<file path="src/sv/lgvs_pkg.sv">
// shared types and constants for the linear gradient vertex shader
`default_nettype none

package lgvs_pkg;

  localparam int unsigned COLOR_W   = 32;
  localparam int unsigned BYTE_W    = 8;
  localparam int unsigned NUM_CH    = 4;
  localparam int unsigned ALPHA_LSB = 24;
  localparam int unsigned CFG_W     = 32;
  localparam int unsigned CFG_IDX_W = 3;

  typedef enum logic [CFG_IDX_W-1:0] {
    CFG_START_X     = 3'd0,
    CFG_START_Y     = 3'd1,
    CFG_END_X       = 3'd2,
    CFG_END_Y       = 3'd3,
    CFG_START_COLOR = 3'd4,
    CFG_END_COLOR   = 3'd5,
    CFG_BLEND_ALPHA = 3'd6
  } cfg_idx_e;

  typedef enum logic [1:0] {
    CLS_ZERO = 2'd0,
    CLS_ONE  = 2'd1,
    CLS_DIV  = 2'd2
  } cls_e;

  typedef struct packed {
    logic [BYTE_W-1:0] alpha;
    logic              last;
  } side_t;

  typedef struct packed {
    logic [COLOR_W-1:0] start_color;
    logic [COLOR_W-1:0] end_color;
    logic               blend_alpha;
  } cfg_color_t;

endpackage

`default_nettype wire

</file>
<file path="src/sv/lgvs_proj.sv">
// projection front end: offsets, products, dot product, squared length and range class
`default_nettype none

module lgvs_proj #(
  parameter int unsigned POS_WIDTH = 16,
  localparam int unsigned DW  = POS_WIDTH + 1,
  localparam int unsigned PRW = 2 * DW,
  localparam int unsigned LW  = 2 * POS_WIDTH + 1
) (
  input  logic                        clk_i,
  input  logic                        rst_ni,
  input  logic signed [POS_WIDTH-1:0] start_x_i,
  input  logic signed [POS_WIDTH-1:0] start_y_i,
  input  logic signed [POS_WIDTH-1:0] end_x_i,
  input  logic signed [POS_WIDTH-1:0] end_y_i,
  input  logic                        in_valid_i,
  output logic                        in_ready_o,
  input  logic signed [POS_WIDTH-1:0] pos_x_i,
  input  logic signed [POS_WIDTH-1:0] pos_y_i,
  input  lgvs_pkg::side_t             side_i,
  output logic                        out_valid_o,
  input  logic                        out_ready_i,
  output lgvs_pkg::cls_e              cls_o,
  output logic [LW-1:0]               rem_o,
  output logic [LW-1:0]               len2_o,
  output lgvs_pkg::side_t             side_o
);

  logic en1, en2, en3;
  logic v1_q, v2_q, v3_q;

  logic signed [DW-1:0] px_d, py_d, dx_d, dy_d;
  logic signed [DW-1:0] px_q, py_q, dx_q, dy_q;
  lgvs_pkg::side_t      s1_q, s2_q, s3_q;

  logic signed [PRW-1:0] p1_q, p2_q, q1_q, q2_q;

  logic signed [PRW:0]   dot;
  logic [LW-1:0]         len2;
  lgvs_pkg::cls_e        cls_d, cls_q;
  logic [LW-1:0]         rem_q, len2_q;

  assign en3 = !v3_q || out_ready_i;
  assign en2 = !v2_q || en3;
  assign en1 = !v1_q || en2;
  assign in_ready_o = en1;

  // offsets from the segment start
  assign px_d = DW'(pos_x_i) - DW'(start_x_i);
  assign py_d = DW'(pos_y_i) - DW'(start_y_i);
  assign dx_d = DW'(end_x_i) - DW'(start_x_i);
  assign dy_d = DW'(end_y_i) - DW'(start_y_i);

  // dot product, squared length and range class
  assign dot  = (PRW+1)'(p1_q) + (PRW+1)'(p2_q);
  assign len2 = LW'(q1_q) + LW'(q2_q);

  always_comb begin
    priority if (dot[PRW] || dot == '0 || len2 == '0) begin
      cls_d = lgvs_pkg::CLS_ZERO;
    end else if (dot >= $signed((PRW+1)'(len2))) begin
      cls_d = lgvs_pkg::CLS_ONE;
    end else begin
      cls_d = lgvs_pkg::CLS_DIV;
    end
  end

  always_ff @(posedge clk_i or negedge rst_ni) begin
    if (!rst_ni) begin
      v1_q <= 1'b0;
      v2_q <= 1'b0;
      v3_q <= 1'b0;
    end else begin
      if (en1) v1_q <= in_valid_i;
      if (en2) v2_q <= v1_q;
      if (en3) v3_q <= v2_q;
    end
  end

  always_ff @(posedge clk_i) begin
    if (en1) begin
      px_q <= px_d;
      py_q <= py_d;
      dx_q <= dx_d;
      dy_q <= dy_d;
      s1_q <= side_i;
    end
    if (en2) begin
      p1_q <= PRW'(px_q) * PRW'(dx_q);
      p2_q <= PRW'(py_q) * PRW'(dy_q);
      q1_q <= PRW'(dx_q) * PRW'(dx_q);
      q2_q <= PRW'(dy_q) * PRW'(dy_q);
      s2_q <= s1_q;
    end
    if (en3) begin
      cls_q  <= cls_d;
      rem_q  <= dot[LW-1:0];
      len2_q <= len2;
      s3_q   <= s2_q;
    end
  end

  assign out_valid_o = v3_q;
  assign cls_o       = cls_q;
  assign rem_o       = rem_q;
  assign len2_o      = len2_q;
  assign side_o      = s3_q;

endmodule

`default_nettype wire

</file>
<file path="config.mk">
export PLATFORM = sky130hd
export DESIGN_NAME = lgvs_proj
export DESIGN_NICKNAME = d
export VERILOG_FILES = /design/src/sv/lgvs_pkg.sv /design/src/sv/lgvs_proj.sv
export SDC_FILE = /design/constraint.sdc
export NUM_CORES = 2
export LEC_CHECK = 0
export ABC_AREA = 1
export BUFFER_PORTS_ARGS = -buffer_cell sky130_fd_sc_hd__buf_4
export CAP_MARGIN = 20
export CORE_MARGIN = 3
export CORE_UTILIZATION = 35
export DETAILED_ROUTE_END_ITERATION = 8
export GPL_ROUTABILITY_DRIVEN = 0
export MAX_ROUTING_LAYER = met4
export PLACE_DENSITY = 0.61
export SLEW_MARGIN = 0
export SYNTH_ARGS = -nofsm -noshare
export SYNTH_HDL_FRONTEND = slang
export SYNTH_SLANG_ARGS = --single-unit
</file>
<file path="constraint.sdc">
create_clock -name clk_i -period 13 [get_ports clk_i]
set_input_delay 3.25 -clock clk_i [delete_from_list [all_inputs] [get_ports clk_i]]
set_output_delay 3.25 -clock clk_i [all_outputs]
set_load 0.05 [all_outputs]
</file>
* Word-level counts from Yosys, hierarchy flattened
Index checks and enable logic that the tools add are counted.
** Operators by class
- $mul :: 4
- Add/subtract/negate cells :: 6
- Multiplexer cells :: 1
- Reduce and logical (&&, ||, !) cells :: 10
- $lt $le $gt $ge :: 1
** Operators with widths (number)
- multiplier 17 x 17 -> 34 bit :: 2
- subtractor 16 x 16 -> 17 bit :: 4
- multiplier 17 x 17 -> 33 bit :: 2
- adder 34 x 34 -> 35 bit :: 1
- greater-or-equal comparator 35 x 34 -> 1 bit :: 1
- zero test 35 bit :: 1
- adder 33 bit :: 1
- zero test 33 bit :: 1
- logical OR 1 bit :: 5
- zero test 1 bit :: 3
- 2-to-1 mux 2 bit :: 1
** Storage, ports and cells
- Output and inout bits :: 79
- Word-level logic and storage cells :: 42
- Flip-flop bits (word level) :: 300

* Longest topological paths before layout
- Depth in word-level cells :: 4
- Gate-level depth with buffers :: 31
- Mapped depth without buffers :: 31

* Worst setup path before layout
No wires, ideal clock.
- Kind :: input -> output
- Start point :: input out_ready_i
- End point :: output in_ready_o
- Arrival :: 7181 ps
- Buffers on the path :: 0
- Data required time :: 9750 ps
- Slack :: 2569 ps
- Stages :: 4
- Cells stage by stage :: inv_1 nand2_1 nor2_1 nand2_1
** On the way
- Longest elaborated chain between the ends :: 3
** RTL lines
- from (decl) :: line lgvs_proj.sv:22 : input logic out_ready_i,
- logical OR 1 bit :: line lgvs_proj.sv:43 : assign en3 = !v3_q || out_ready_i;
- net en3 :: line lgvs_proj.sv:29 : logic en1, en2, en3;
- logical OR 1 bit :: line lgvs_proj.sv:44 : assign en2 = !v2_q || en3;
- logical OR 1 bit :: line lgvs_proj.sv:45 : assign en1 = !v1_q || en2;
- to (decl) :: line lgvs_proj.sv:17 : output logic in_ready_o,
The timed path passes the listed nets, and every way through them passes these cells.

* Worst setup path in the final report
Ends and elaborated chain as after synthesis.

==> run summary <==
r2r setup slk: 6.27 ns
status: complete, no violations
most common cell after layout, fill and taps aside: inv_1
post-synth top area cell: fa_1
CP Launch Type: input pin
RR Endpoint: p1_q[30]
Die X: 420 um
Async S/R FF share, synth: 1.01%
Post-CTS Resized: 0
First-pass DRT Iterations: 6
max_slew headroom: 30.0%
CTS Sinks: 298
Crit path required time: 9.75 ns
hold path depth: 0
fraction of layout cells with a size suffix above 1: 5.08%
area share of the largest cell type after synthesis: 37.4%
Root Buffer: clkbuf_16
final hold vios: 0
crit path DAT: 5.71 ns
GRT overflow: 0
crit-path cells: buf_4, inv_1, nand2_4, nor2_1, nand2_4, buf_4
Area growth syn-to-layout: 8.30%
Fin Setup TNS: 0 ns
die height: 420 um
Top delay family on crit path: simple AND/OR/NAND/NOR gates
Num CTS Buffers: 37
post-synthesis xor/xnor area fraction: 3.70%
post-synth net total: 8873
Seq cells post-synth: 298
Initial DRC Count: 2834
final wirelength: 150000 um
Worst-path clk slew: 0.06 ns
starting density of the core: 35.3%
sequential fraction of the synthesis area: 14.9%
mux cell area share after synthesis: 0%
fill count: 17122
Post-layout nets: 8928
# setup viols final: 0
YS warnings: 0
worst min-delay path startpoint: s2_q[6]
fmax: 112 MHz
Total GRT Usage: 18.1%
Worst Path Buf+Inv: 3
via count: 43971
top_reg_cell synth: edfxtp_1
H-tree depth: 2
area of the die: 0.176 mm^2
routed len/inst: 15.9 um
min Tclk post-route: 8.96 ns
commonest non-fill, non-tap cells in the layout: 2175 x inv_1, 1633 x nand2_1, 1119 x fa_1, 504 x ha_1, 295 x edfxtp_1
cells after synthesis: 7141
Via density: 4.66
Worst-Margin Slew: 1.05 ns
core area: 0.170 mm^2
RSZ-0062 raised after global routing: false
number of synthesized flops with an enable pin: 295
IO Pins: 188
Clock Latency Late Sink: 0.61 ns
max-slew violation count: 0
crit end category: output pin
initial antenna violation count: 1
Setup Buffers After CTS: 0
Setup CP Type: input pin to output pin
Post-Synth Adder-Cell Area: 47.9%
main combinational cell family by area after synthesis: adder cells
Routed Antenna Nets: 0
DRC Markers: 0
Final Cycle Share: 68.9%
CP max stage cell: nor2_1
CTS tree: yes
hold path endpoint: side_o[6]
Cell Area, Synth: 0.0599 mm^2
DP HPWL: 125000 um
max_cap viols: 0
max incr delay on CP: 0.63 ns
clock skew: 0.0502 ns
buffers added on ports: 187
Critical Path Fanout Max: 79
Hold WC Path Type: flip-flop to flip-flop
Register-to-Register Path Depth: 19
Yosys cell types: 51
CTS Hold Bufs: 0
first-pass GRT wire length: 248000 um
R2R Path Start: px_q[16]
vias in the first global route: 47083
Syn Area/Cell: 8.38 um^2
Synth Area in Simple Gates: 14.3%
row count: 151
area fraction in compound gates after synthesis: 4.16%
synth top area cells: fa_1 37%, edfxtp_1 15%, inv_1 14%, ha_1 11%, nand2_1 10%
pin count of the biggest net entering global routing: 80
buffer depth of the longest clock path: 3
-- routing by layer --
metal	up-vias	part of all wire (%)	wire length (um)	track usage [%]
met3	222	4.8	7240	1.64
met1	21811	42	63200	22.9
li1	20837	-	-	-
met4	0	3.1	4720	5.45
met2	1101	50	74800	30.9
met5	-	0	0	-
-- state kept, by name, summed over array words and instances, names as in the netlist, 2 cells and up --
signal	count
dx_q	17
rem_o	33
px_q	17
s1_q	9
q2_q	32
dy_q	17
cls_o	2
p2_q	34
py_q	17
side_o	9
len2_o	33
q1_q	32
s2_q	9
p1_q	34
-- cell families (layout without fill, tap and decap cells) --
group / Yosys count / in the layout
AO/OA/AOI/OAI: 442 / 442
XOR/XNOR: 252 / 252
adder cells (fa/ha/maj): 1623 / 1623
buffers and inverters: 2390 / 2474
flip-flops: 298 / 298
other: 0 / 1
AND/OR/NAND/NOR: 2136 / 2136
-- how the worst max path moves through the flow --
stage | to | cells past startpoint | start
floorplan | in_ready_o | 4 | out_ready_i
global placement | in_ready_o | 6 | out_ready_i
detailed placement | in_ready_o | 6 | out_ready_i
CTS | in_ready_o | 6 | out_ready_i
global route | in_ready_o | 6 | out_ready_i
finish | in_ready_o | 6 | out_ready_i
-- Yosys cell counts (14+ instances only) --
master and number:
inv_1 2176, nand2_1 1635, fa_1 1119, ha_1 504, edfxtp_1 295, nor2_1 243
a21oi_1 229, clkbuf_1 205, xor2_1 150, nand3_1 103, xnor2_1 101, o21ai_0 82
nand4_1 40, nor3_1 28, o21ai_1 25, a31oi_1 23, or2_2 17, nor2_2 16
a21o_1 14
-- metrics by stage --
step                      worst slack [ns]  std cells  utilization, %  area (um^2)  hold WS [ns]
after floorplan                       2.57       7141               -        59900         0.400
after global routing                  3.82       9444            38.2        64800         0.422
after detailed placement              3.93       9375            37.5        63600         0.405
final                                 4.04       9444            38.2        64800         0.413
after global placement                3.95       9375            37.5        63600         0.408
after CTS                             3.92       9443            38.2        64800         0.411
-- cell type report --
type	count	area [um^2]	share of cell area, %
Timing Repair Buffer	225	1690	2.61
Tap cell	2218	2780	4.28
Antenna cell	1	2.50	0.00386
Clock buffer	43	958	1.48
Multi-Input combinational cell	4453	42000	64.7
Clock inverter	25	308	0.475
Sequential cell	298	8930	13.8
Inverter	2181	8190	12.6
Power is not shown: default switching activity piles up to over one toggle a cycle in this logic, so the estimate is an artifact.
