**config.mk**
```make
export PLATFORM = sky130hd
export DESIGN_NAME = lgvs_blend
export DESIGN_NICKNAME = d
export VERILOG_FILES = /design/src/sv/lgvs_pkg.sv /design/src/sv/lgvs_blend.sv
export SDC_FILE = /design/constraint.sdc
export NUM_CORES = 1
export LEC_CHECK = 0
export BUFFER_PORTS_ARGS = -buffer_cell sky130_fd_sc_hd__buf_2
export CORE_ASPECT_RATIO = 1.2
export CORE_MARGIN = 10
export CORE_UTILIZATION = 50
export CTS_CLUSTER_SIZE = 8
export DETAILED_ROUTE_END_ITERATION = 8
export PLACE_DENSITY_LB_ADDON = 0.25
export SLEW_MARGIN = 20
export SYNTH_ARGS = -nofsm -noshare
export SYNTH_HDL_FRONTEND = slang
export SYNTH_SLANG_ARGS = --single-unit
```
**constraint.sdc**
```tcl
create_clock -name clk_i -period 2.4 [get_ports clk_i]
set_input_delay 0.12 -clock clk_i [delete_from_list [all_inputs] [get_ports clk_i]]
set_output_delay 0.12 -clock clk_i [all_outputs]
set_load 0.005 [all_outputs]
```
**src/sv/lgvs_pkg.sv**
```systemverilog
// shared types and constants for the linear gradient vertex shader
`default_nettype none

package lgvs_pkg;

  localparam int unsigned COLOR_W   = 32;
  localparam int unsigned BYTE_W    = 8;
  localparam int unsigned NUM_CH    = 4;
  localparam int unsigned ALPHA_LSB = 24;
  localparam int unsigned CFG_W     = 32;
  localparam int unsigned CFG_IDX_W = 3;

  typedef enum logic [CFG_IDX_W-1:0] {
    CFG_START_X     = 3'd0,
    CFG_START_Y     = 3'd1,
    CFG_END_X       = 3'd2,
    CFG_END_Y       = 3'd3,
    CFG_START_COLOR = 3'd4,
    CFG_END_COLOR   = 3'd5,
    CFG_BLEND_ALPHA = 3'd6
  } cfg_idx_e;

  typedef enum logic [1:0] {
    CLS_ZERO = 2'd0,
    CLS_ONE  = 2'd1,
    CLS_DIV  = 2'd2
  } cls_e;

  typedef struct packed {
    logic [BYTE_W-1:0] alpha;
    logic              last;
  } side_t;

  typedef struct packed {
    logic [COLOR_W-1:0] start_color;
    logic [COLOR_W-1:0] end_color;
    logic               blend_alpha;
  } cfg_color_t;

endpackage

`default_nettype wire

```
**src/sv/lgvs_blend.sv**
```systemverilog
// color blend stages and output register
`default_nettype none

module lgvs_blend #(
  parameter int unsigned T_FRAC_BITS = 8,
  localparam int unsigned TW  = T_FRAC_BITS + 1,
  localparam int unsigned PBW = T_FRAC_BITS + 11
) (
  input  logic                                clk_i,
  input  logic                                rst_ni,
  input  lgvs_pkg::cfg_color_t                cfg_i,
  input  logic                                in_valid_i,
  output logic                                in_ready_o,
  input  logic [TW-1:0]                       t_i,
  input  lgvs_pkg::side_t                     side_i,
  output logic                                out_valid_o,
  input  logic                                out_ready_i,
  output logic [lgvs_pkg::COLOR_W-1:0]        color_o,
  output logic [TW-1:0]                       t_o,
  output logic                                last_o
);

  localparam int unsigned BW = lgvs_pkg::BYTE_W;
  localparam int unsigned NC = lgvs_pkg::NUM_CH;

  logic en1, en2;
  logic v1_q, v2_q;

  logic signed [PBW-1:0]          prod_d [NC];
  logic signed [PBW-1:0]          prod_q [NC];
  logic [PBW-1:0]                 sum    [NC];
  logic [BW-1:0]                  chan   [NC];
  logic [TW-1:0]                  t1_q, t2_q;
  lgvs_pkg::side_t                s1_q;
  logic [lgvs_pkg::COLOR_W-1:0]   color_d, color_q;
  logic                           last_q;

  assign en2 = !v2_q || out_ready_i;
  assign en1 = !v1_q || en2;
  assign in_ready_o = en1;

  for (genvar c = 0; c < NC; c++) begin : g_ch
    logic [BW-1:0]       c0, c1;
    logic signed [BW:0]  delta;

    assign c0    = cfg_i.start_color[c*BW +: BW];
    assign c1    = cfg_i.end_color[c*BW +: BW];
    assign delta = $signed({1'b0, c1}) - $signed({1'b0, c0});
    assign prod_d[c] = PBW'(delta) * PBW'($signed({1'b0, t_i}));
    assign sum[c]    = PBW'({c0, T_FRAC_BITS'(0)}) + prod_q[c];
    assign chan[c]   = sum[c][T_FRAC_BITS +: BW];
  end

  always_comb begin
    color_d = {chan[2], chan[1], chan[0]} |
              (lgvs_pkg::COLOR_W'(cfg_i.blend_alpha ? chan[3] : s1_q.alpha)
               << lgvs_pkg::ALPHA_LSB);
    color_d[lgvs_pkg::COLOR_W-1:3*BW] = cfg_i.blend_alpha ? chan[3] : s1_q.alpha;
    color_d[3*BW-1:0] = {chan[2], chan[1], chan[0]};
  end

  always_ff @(posedge clk_i or negedge rst_ni) begin
    if (!rst_ni) begin
      v1_q <= 1'b0;
      v2_q <= 1'b0;
    end else begin
      if (en1) v1_q <= in_valid_i;
      if (en2) v2_q <= v1_q;
    end
  end

  always_ff @(posedge clk_i) begin
    if (en1) begin
      prod_q <= prod_d;
      t1_q   <= t_i;
      s1_q   <= side_i;
    end
    if (en2) begin
      color_q <= color_d;
      t2_q    <= t1_q;
      last_q  <= s1_q.last;
    end
  end

  assign out_valid_o = v2_q;
  assign color_o     = color_q;
  assign t_o         = t2_q;
  assign last_o      = last_q;

  a_zero_t_start: assert property (@(posedge clk_i) disable iff (!rst_ni)
    v2_q && t2_q == '0 |-> color_q[3*BW-1:0] == cfg_i.start_color[3*BW-1:0])
    else $error("t of zero does not give start color");

  a_one_t_end: assert property (@(posedge clk_i) disable iff (!rst_ni)
    v2_q && t2_q == (TW'(1) << T_FRAC_BITS) |->
      color_q[3*BW-1:0] == cfg_i.end_color[3*BW-1:0])
    else $error("t of one does not give end color");

endmodule

`default_nettype wire

```
Word level (Yosys, flattened, before mapping). Index checks and enable logic that the tools add are counted.

Register bits after elaboration: 126. Bits in latches: 0. Bits in writable memories: 0. Bits in read-only memories: 0. Input port bits: 87. Output and inout port bits: 44. Word-level logic and storage cells: 29. Memories: 0.

$add $sub $neg: 8. Multiply operators: 4. Div/mod/pow operators: 0. Order comparisons: 0. Equality and inequality tests: 0. Shifts and indexed selects: 0. Multiplexer cells: 1. Bitwise gates (word level): 0. Reduce and logical (&&, ||, !) cells: 4.

Operators by type and width (count): $add 16x16->16 (4); $mul 9x10->16 (4); $sub 8x8->9 (4); $mux 8 (1); $logic_not 1->1 (2); $logic_or 1x1->1 (2).

Depth between registers and ports, before layout. Gate-level depths: netlist (run 1).

Word-level depth: 3. Depth in mapped cells: 27. Mapped depth without buffers: 27.

Worst setup path before layout (run 1). OpenSTA, ideal clock, no wires.

Path kind: input -> register. Start: input port cfg_i[17] in the netlist's numbering. End: register prod_q[34] in the netlist's numbering (data pin). Library setup time: 268 ps. Arrival: 5971 ps. Data required time: 2132 ps. Setup slack: -3839 ps. Cell stages on the path: 26. Path buffers: 0. Path through: inv_1 ha_1 fa_1 nor2b_1 o21ai_0 nand2_1 o211ai_1 nand2b_1 xor2_1 nand2_1 fa_1 fa_1 inv_1 fa_1 fa_1 inv_1 fa_1 inv_1 ha_1 and2_1 a221oi_2 a211o_1 nor2_1 a2111oi_2 xnor2_1 xnor3_1.

RTL lines: start, declared (line lgvs_blend.sv:11) `input lgvs_pkg::cfg_color_t cfg_i,`; end signal, assigned (line lgvs_blend.sv:74) `prod_q <= prod_d;`; end, declared (line lgvs_blend.sv:30) `logic signed [PBW-1:0] prod_q [NC];`.

==> results.py, run 1 <==
metrics = {
    "yosys": {
        "synth_warnings": 0,
        "synth.distinct_cells": 57,
        "syn_area_per_cell_um2": 10.2,
        "syn_area_mm2": 0.0148,
        "yosys.area.top_type": "fa_1",
        "netlist_top_cells_area": "fa_1 (28%), edfxtp_1 (19%), ha_1 (17%)",
        "synth_nets": 1949,
        "synth_edf_count": 92,
        "synthArstFlopShare_pct": 2.13,
        "synth_top_area_share_pct": 27.7,
        "ys_seq_area_share_pct": 19.0,
        "synthCells": 1454,
        "yosys_most_used_dff": "edfxtp_1",
        "ys_ff_latch": 94,
    },
    "floorplanning": {
        "fp.coreArea_mm2": 0.0289,
        "ios": 131,
        "die-area_mm2": 0.0368,
        "die_h_um": 208,
        "start_util_pct": 51.0,
        "num_rows": 68,
        "die_w_um": 177,
    },
    "clock_tree": {
        "cts_buffers": 9,
        "cts_tree": "yes",
        "cts.sinks": 94,
        "clock_latency_ps": 390,
        "clk_path_buf_depth": 2,
        "root_buffer": "clkbuf_16",
        "htree_levels": 3,
        "clkTransAtPathRegs_ps": 80,
    },
    "worst_setup_path": {
        "r2r-start": "prod_q[9]$_DFFE_PP_",
        "max_stage_delay_ps": 510,
        "worstRegToRegCells": 8,
        "slowest_stage": "fa_1",
        "arrival_ps": 5690,
        "path_class": "in2reg",
        "crit_path_start": "cfg_i[17]",
        "timing.rr.end": "color_o[31]$_DFFE_PP_",
        "worstPathRequired_ps": 2530,
        "cp_common_cell": "fa_1",
        "worstPathMaxFanout": 3,
        "end_kind": "flip-flop",
        "reg2reg_slack_ps": 200,
        "crit_path_start_kind": "primary input",
    },
    "cells_and_area": {
        "finalNonFillerCells": 2229,
        "mostFrequentLayoutCells": "inv_1 (248), buf_4 (235), fa_1 (197), ha_1 (181), and2_1 (150)",
        "drive_above_1_share_pct": 31.1,
        "fin_nets": 2332,
        "mostFrequentLayoutCell": "inv_1",
        "fin_area_mm2": 0.0192,
        "area_growth_pct": 30.3,
    },
    "timing": {
        "fin_crit_ps": 5560,
        "hold_viol_final": 0,
        "skew_ps": 14.1,
        "tightestPinTransition_ps": 674,
        "timing.fmax_mhz": 180,
        "fin_crit_sh_pct": 232,
        "max_slew_margin_pct": 55.1,
        "rsz0062_at_grt": "yes",
        "setup_slack_ps": -3160,
        "setup_viol": 32,
        "drv_slew": 0,
    },
    "placed_design": {
        "finalWeightedCongestion": 0.870,
        "placed_area_mm2": 0.0180,
        "post-place-ws_ps": -3680,
        "placed_cells": 2169,
        "hpwl_mm": 29.0,
        "port_buffers": 130,
    },
    "global_routing": {
        "grt_pass1_wl_mm": 60.4,
        "grt_antenna_before_repair": 3,
        "grt_max_degree": 44,
        "grt_pass1_vias": 12600,
        "grt-ovfl-total": 0,
        "grt_use_total_pct": 20.2,
    },
    "run_status": {
        "violations": "negative setup slack",
        "status": "finished, violations left",
    },
    "detailed_routing": {
        "totalWireLength_mm": 36.2,
        "routed_via_density": 5.02,
        "vias": 11200,
        "first_iter_violations": 394,
        "wl_per_cell_um": 16.3,
        "ant_nets": 0,
        "first_pass_iters": 4,
        "drc": 0,
    },
    "worst_hold_path": {
        "min_path_type": "in2async",
    },
    "flow_run": {
        "timing.max_cap.violations": 0,
    },
}
## cell type report
type | instances | area [um^2]
Timing Repair Buffer | 403 | 2970
Antenna cell | 2 | 5.00
Clock inverter | 5 | 33.8
Sequential cell | 94 | 2810
Inverter | 272 | 1070
Clock buffer | 11 | 233
Multi-Input combinational cell | 1057 | 11600
Fill cell | 2274 | 9690
Tap cell | 385 | 482
## sequential cells by signal, indices dropped and copies added, names as in the netlist
name	count
s1_q	9
v1_q	1
color_o	32
t_o	9
t1_q	9
out_valid_o	1
last_o	1
prod_q	32
## what timing repair did
item | CTS | global route
pin swaps | 54 | 53
resized for setup | 70 | 81
gates cloned | 0 | 0
setup endpoints to repair | 32 | 32
hold buffers | 11 | 0
hold endpoints to repair | 12 | 0
buffers inserted | 25 | 14
## worst max path at each step
stage | to | slack [ps] | cells past startpoint
floorplan | prod_q[34]$_DFFE_PP_ | -3220 | 26
global placement | prod_q[34]$_DFFE_PP_ | -3560 | 26
detailed placement | prod_q[34]$_DFFE_PP_ | -3680 | 26
CTS | prod_q[34]$_DFFE_PP_ | -3190 | 27
global route | prod_q[34]$_DFFE_PP_ | -3460 | 27
finish | prod_q[34]$_DFFE_PP_ | -3160 | 27
## metal layers
layer	wire [um]	vias to the layer above	GRT usage, %
met5	0	-	0
met2	19600	177	37.4
met1	14500	5589	23.2
li1	-	5376	-
met4	801	0	5.70
met3	1350	40	3.21
## metrics by stage
| stage | utilization [%] | hold slack, ps | TNS [ps] |
|---|---|---|---|
| final | 66.5 | 67.6 | -87300 |
| after global routing | 66.5 | 63.9 | -94150 |
| after CTS | 65.1 | 42.8 | -87030 |
| after detailed placement | 62.2 | -89.5 | -102370 |
| after global placement | 62.2 | -94.8 | -99870 |
| after floorplan | - | -176 | -87630 |
## worst max-delay path, delay by kind of cell
| family | cells | cell delay, ps |
|---|---|---|
| fa+ha+maj | 8 | 3160 |
| compound gates | 5 | 940 |
| simple gates | 6 | 650 |
| xor+xnor | 3 | 560 |
| buf+inv | 5 | 260 |
## cell families (layout without fill, tap and decap cells)
family / count (synthesis) / after routing / share of synthesized area [%]
flops: 94 / 94 / 19.0
simple gates: 416 / 416 / 15.7
other cells: 0 / 2 / 0
compound gates: 130 / 130 / 5.90
buf+inv: 303 / 691 / 7.83
mux: 8 / 8 / 0.593
xor+xnor: 95 / 95 / 6.01
fa+ha+maj: 408 / 408 / 44.9
## synth_stat cells, drive strengths merged (4+ instances only)
| cell type | number |
|---|---|
| a21o | 17 |
| a21oi | 38 |
| a31o | 4 |
| a31oi | 4 |
| and2 | 157 |
| clkbuf | 29 |
| edfxtp | 92 |
| fa | 204 |
| ha | 204 |
| inv | 272 |
| mux2 | 6 |
| nand2 | 68 |
| nand2b | 69 |
| nor2 | 57 |
| nor2b | 21 |
| nor3 | 9 |
| nor4 | 4 |
| o211ai | 4 |
| o21a | 17 |
| o21ai | 21 |
| o21bai | 9 |
| o31a | 4 |
| or2 | 11 |
| or4 | 4 |
| xnor2 | 70 |
| xnor3 | 4 |
| xor2 | 21 |
Power of run 1 is not shown: default switching activity piles up to over one toggle a cycle in this logic, so the estimate is an artifact.
==> run 2, diff against run 1 <==
--- a/config.mk
+++ b/config.mk
@@ -12,6 +12,8 @@
 export CTS_CLUSTER_SIZE = 8
 export DETAILED_ROUTE_END_ITERATION = 8
 export PLACE_DENSITY_LB_ADDON = 0.25
+export REMOVE_ABC_BUFFERS = 1
+export SETUP_SLACK_MARGIN = 0.4
 export SLEW_MARGIN = 20
 export SYNTH_ARGS = -nofsm -noshare
 export SYNTH_HDL_FRONTEND = slang
==> run 2 against run 1 <==
  * Non-clock buffer count grew 3
  * Register-to-register slack gained 100 ps
  * Flip-flop and latch count is the same
  * The run still ends with negative setup slack left
  * Die area is the same
  * Setup slack lost 14 ps
  * Fmax shrank 0.25%
  * Sequential share of layout area shrank 0.058 points
  * Hold slack gained 4.4 ps
  * Clock skew grew 7.9 ps
  * Cell area grew 0.40%
==> results.py, run 2 (synthesized netlist as in run 1, its figures left out) <==
metrics = {
    "worst_setup_path": {
        "end_kind": "flip-flop",
        "arrival_ps": 5690,
        "crit_path_start_kind": "primary input",
        "slowest_stage": "fa_1",
        "path_delay_family": "adder cells",
        "path_buf_inv": 6,
        "worstPathRequired_ps": 2520,
        "path_class": "in2reg",
        "worstPathMaxFanout": 3,
        "cp_common_cell": "fa_1",
        "max_stage_delay_ps": 520,
    },
    "floorplanning": {
        "die_w_um": 177,
        "ios": 131,
        "start_util_pct": 51.0,
        "num_rows": 68,
        "fp.coreArea_mm2": 0.0289,
        "die_h_um": 208,
        "die-area_mm2": 0.0368,
    },
    "placed_design": {
        "port_buffers": 130,
        "finalWeightedCongestion": 0.867,
        "hpwl_mm": 28.7,
    },
    "detailed_routing": {
        "first_pass_iters": 5,
        "totalWireLength_mm": 37.9,
        "wl_per_cell_um": 17.0,
        "drc": 0,
        "ant_nets": 0,
        "first_iter_violations": 498,
        "vias": 11300,
        "routed_via_density": 5.09,
    },
    "timing": {
        "hold_viol_final": 0,
        "rsz0062_at_grt": "yes",
        "fin_crit_ps": 5570,
        "drv_slew": 0,
        "hold_ws_ps": 72.0,
        "setup_viol": 32,
        "setup_slack_ps": -3170,
        "tightestPinTransition_ps": 627,
        "skew_ps": 22.0,
        "max_slew_margin_pct": 58.2,
        "timing.fmax_mhz": 180,
        "fin_crit_sh_pct": 232,
    },
    "cells_and_area": {
        "nFillCells": 2230,
        "regArea_mm2": 0.00281,
        "mostFrequentLayoutCell": "inv_1",
        "n_antenna_cell": 0,
        "mostFrequentLayoutCells": "inv_1 (244), buf_4 (231), fa_1 (195), ha_1 (174), and2_1 (147)",
        "area_growth_pct": 30.8,
        "drive_above_1_share_pct": 31.8,
        "fin_nets": 2335,
        "multi_input_area_mm2": 0.0117,
    },
    "global_routing": {
        "grt_use_total_pct": 20.7,
        "grt_antenna_before_repair": 0,
        "grt_max_degree": 53,
        "grt_pass1_vias": 12600,
        "grt-ovfl-total": 0,
        "grt_pass1_wl_mm": 61.8,
    },
    "clock_tree": {
        "clock_latency_ps": 380,
        "cts_buffers": 9,
        "root_buffer": "clkbuf_16",
        "cts.sinks": 94,
        "clk_path_buf_depth": 2,
        "clkTransAtPathRegs_ps": 80,
        "htree_levels": 3,
        "cts_tree": "yes",
    },
    "run_status": {
        "violations": "negative setup slack",
        "status": "finished, violations left",
    },
    "flow_run": {
        "timing.max_cap.violations": 0,
    },
    "worst_hold_path": {
        "min_path_type": "in2async",
    },
}
==> run 2: cell count changes in the layout (fill, tap and decap cells not counted), moves of 5 or more <==
| cell | before | now |
|---|---|---|
| ha_4 | 19 | 24 |
| ha_1 | 181 | 174 |
| buf_6 | 25 | 40 |
| nor2_2 | 13 | 8 |
| nor2_1 | 42 | 48 |
| inv_4 | 1 | 6 |
| xor2_2 | 8 | 2 |
| xor2_1 | 13 | 19 |
==> run 2: layout make-up <==
type / instances / share of cell area [%]
multi-input combinational: 1057 / 60.5
sequential: 94 / 14.6
clock inverter: 6 / 0.402
clock buffer: 10 / 1.19
inverter: 272 / 5.36
tap: 385 / 2.49
timing repair buffer: 406 / 15.5
==> run 2: repair_timing <==
item / in CTS / in global routing
setup buffers: 24 / 16
endpoints found under the hold margin: 12 / 0
pin swaps: 104 / 76
hold buffers: 11 / 0
setup endpoints to repair: 35 / 41
resized for setup: 153 / 88
gates cloned: 0 / 0
==> run 2: final timing paths <==
path / from / to / slack (ps) / cells past startpoint
hold / removal: rst_ni / v1_q$_DFFE_PN0P_ / 70 / 2
min in group clk_i: cfg_i[49] / color_o[16]$_DFFE_PP_ / 160 / 3
max in group asynchronous: rst_ni / out_valid_o$_DFFE_PN0P_ / 2230 / 2
hold reg to reg: t1_q[6]$_DFFE_PP_ / t_o[6]$_DFFE_PP_ / 420 / 0
setup / recovery: cfg_i[17] / prod_q[34]$_DFFE_PP_ / -3170 / 27
setup reg to reg: prod_q[9]$_DFFE_PP_ / color_o[31]$_DFFE_PP_ / 300 / 8
==> run 2: per-layer routing <==
layer	up-vias	wire, um	track usage [%]
li1	5380	-	-
met1	5711	15000	24.4
met2	201	20900	38.7
met3	52	1350	2.17
met4	0	701	5.15
met5	-	0	0
==> run 2: metrics by stage <==
step	utilization, %	cells	cell area, um^2	worst slack, ps	setup TNS [ps]
after CTS	64.9	2214	18800	-3170	-89290
after detailed placement	60.5	2163	17500	-4070	-109420
final	66.8	2230	19300	-3170	-90030
after global placement	60.5	2163	17500	-3930	-107240
after floorplan	-	1423	14600	-3840	-99850
after global routing	66.8	2230	19300	-3430	-96090
==> run 2: worst register-to-register path, cell delays in order, from the launching register on <==
cell and delay [ps]:
edfxtp_1 410, ha_1 300, a21o_1 190, a21oi_2 170, nor2b_1 70, o21a_1 200
o41ai_2 240, xnor2_1 170, a21oi_1 90
Power of run 2 is left out for the same reason.
==> run 3, diff against run 2 <==
--- a/config.mk
+++ b/config.mk
@@ -5,7 +5,7 @@
 export SDC_FILE = /design/constraint.sdc
 export NUM_CORES = 1
 export LEC_CHECK = 0
-export BUFFER_PORTS_ARGS = -buffer_cell sky130_fd_sc_hd__buf_2
+export BUFFER_PORTS_ARGS = -buffer_cell sky130_fd_sc_hd__clkbuf_2
 export CORE_ASPECT_RATIO = 1.2
 export CORE_MARGIN = 10
 export CORE_UTILIZATION = 50
==> run 3 against run 2 <==
  * The flow still finishes with violations (negative setup slack)
  * Final cell count decreased by 0.22%
  * Routed wire length down 2.8%
  * Sequential share of layout area grew 0.055 points
  * Flip-flop and latch count unchanged
  * Die area did not move
  * Setup slack got worse by 16 ps
  * Via count down 0.16%
  * Cell area down 0.38%
  * Global-route usage is 0.19 points lower
  * Critical endpoint unchanged
  * Highest routed layer unchanged
==> results.py, run 3 (synthesized netlist as in run 1, its figures left out) <==
metrics = {
    "worst_setup_path": {
        "end_kind": "flip-flop",
        "path_buf_inv": 5,
        "crit_cells": 27,
        "worstPathRequired_ps": 2520,
        "path_delay_family": "adder cells",
        "worstPathMaxFanout": 3,
        "max_stage_delay_ps": 510,
        "r2r-start": "prod_q[9]$_DFFE_PP_",
        "cp_common_cell": "fa_1",
        "worstRegToRegCells": 8,
        "endpoint": "prod_q[34]$_DFFE_PP_",
        "path_class": "in2reg",
        "crit_path_start": "cfg_i[17]",
        "arrival_ps": 5700,
        "crit_path_start_kind": "primary input",
        "reg2reg_slack_ps": 360,
        "timing.rr.end": "color_o[31]$_DFFE_PP_",
        "slowest_stage": "fa_1",
    },
    "timing": {
        "timing.fmax_mhz": 179,
        "setup_slack_ps": -3190,
        "setup_viol": 32,
        "max_slew_margin_pct": 59.2,
        "fin_crit_sh_pct": 233,
        "fin_crit_ps": 5590,
        "final.setup.tns_ps": -89370,
        "drv_slew": 0,
        "rsz0062_at_grt": "yes",
        "hold_viol_final": 0,
        "tightestPinTransition_ps": 612,
        "skew_ps": 18.2,
    },
    "placed_design": {
        "post-place-ws_ps": -4080,
        "port_buffers": 130,
        "finalWeightedCongestion": 0.861,
        "hpwl_mm": 28.8,
    },
    "cells_and_area": {
        "drive_above_1_share_pct": 31.6,
        "final_util_pct": 66.5,
        "fin_nets": 2330,
        "area_growth_pct": 30.3,
        "mostFrequentLayoutCells": "inv_1 (250), buf_4 (225), fa_1 (192), ha_1 (178), and2_1 (150)",
        "n_antenna_cell": 0,
        "mostFrequentLayoutCell": "inv_1",
        "nFillCells": 2184,
    },
    "floorplanning": {
        "die_h_um": 208,
        "fp.coreArea_mm2": 0.0289,
        "die-area_mm2": 0.0368,
        "ios": 131,
        "die_w_um": 177,
        "num_rows": 68,
        "start_util_pct": 51.0,
    },
    "detailed_routing": {
        "wl_per_cell_um": 16.6,
        "first_pass_iters": 4,
        "first_iter_violations": 412,
        "totalWireLength_mm": 36.9,
        "ant_nets": 0,
        "vias": 11300,
        "drc": 0,
        "routed_via_density": 5.09,
    },
    "worst_hold_path": {
        "min_path_type": "in2async",
    },
    "clock_tree": {
        "cts_buffers": 9,
        "clkTransAtPathRegs_ps": 70,
        "cts.sinks": 94,
        "clock_latency_ps": 380,
        "htree_levels": 3,
        "cts_tree": "yes",
        "clk_path_buf_depth": 2,
        "root_buffer": "clkbuf_16",
    },
    "global_routing": {
        "grt_use_total_pct": 20.5,
        "grt_max_degree": 53,
        "grt_pass1_vias": 12600,
        "grt_antenna_before_repair": 0,
        "grt-ovfl-total": 0,
        "grt_pass1_wl_mm": 61.3,
    },
    "run_status": {
        "status": "finished, violations left",
        "violations": "negative setup slack",
    },
    "flow_run": {
        "timing.max_cap.violations": 0,
    },
}
[run 3: timing repair]
| action | in CTS | in global routing |
|---|---|---|
| hold buffers | 11 | 0 |
| hold endpoints to repair | 12 | 0 |
| endpoints found under the setup margin | 36 | 41 |
| pin swaps | 112 | 87 |
| resized for setup | 152 | 97 |
| buffers inserted | 22 | 13 |
[run 3: worst min-delay path by stage]
| stage | from | end | slack (ps) | cells past startpoint |
|---|---|---|---|---|
| after floorplan | rst_ni | out_valid_o$_DFFE_PN0P_ | -180 | 0 |
| after global placement | rst_ni | out_valid_o$_DFFE_PN0P_ | -90 | 1 |
| after detailed placement | rst_ni | out_valid_o$_DFFE_PN0P_ | -90 | 1 |
| after CTS | rst_ni | out_valid_o$_DFFE_PN0P_ | 40 | 2 |
| after global routing | rst_ni | out_valid_o$_DFFE_PN0P_ | 70 | 2 |
| final | rst_ni | out_valid_o$_DFFE_PN0P_ | 60 | 2 |
[run 3: metrics by stage]
stage / hold slack (ps) / area (um^2) / std cells
CTS: 43.3 / 18800 / 2212
detailed placement: -93.1 / 17500 / 2163
global route: 65.6 / 19200 / 2225
floorplan: -176 / 14600 / 1423
global placement: -94.0 / 17500 / 2163
finish: 61.8 / 19200 / 2225
[run 3: worst reg2reg max path, cell delays in order, from the launching register on]
cell      delay, ps
edfxtp_1        400
ha_1            280
a21o_1          170
a21oi_2         160
nor2b_1          60
o21a_1          200
o41ai_2         270
xnor2_1         160
a21oi_1          80
[run 3: routing by layer]
metal / up-vias / GRT usage [%] / routed length [um]
li1: 5367 / - / -
met1: 5716 / 23.6 / 14700
met2: 187 / 38.4 / 20300
met3: 56 / 2.57 / 1190
met4: 0 / 5.70 / 733
met5: - / 0 / 0
[run 3: cell type report]
type | instances | area (um^2) | share of cell area (%)
clock buffers | 9 | 225 | 1.17
clock inverters | 7 | 66.3 | 0.345
inverters | 272 | 1040 | 5.40
multi-input cells | 1057 | 11700 | 60.6
flip-flops and latches | 94 | 2810 | 14.6
well taps | 385 | 482 | 2.50
repair buffers | 401 | 2950 | 15.3
Power of run 3 is left out for the same reason.
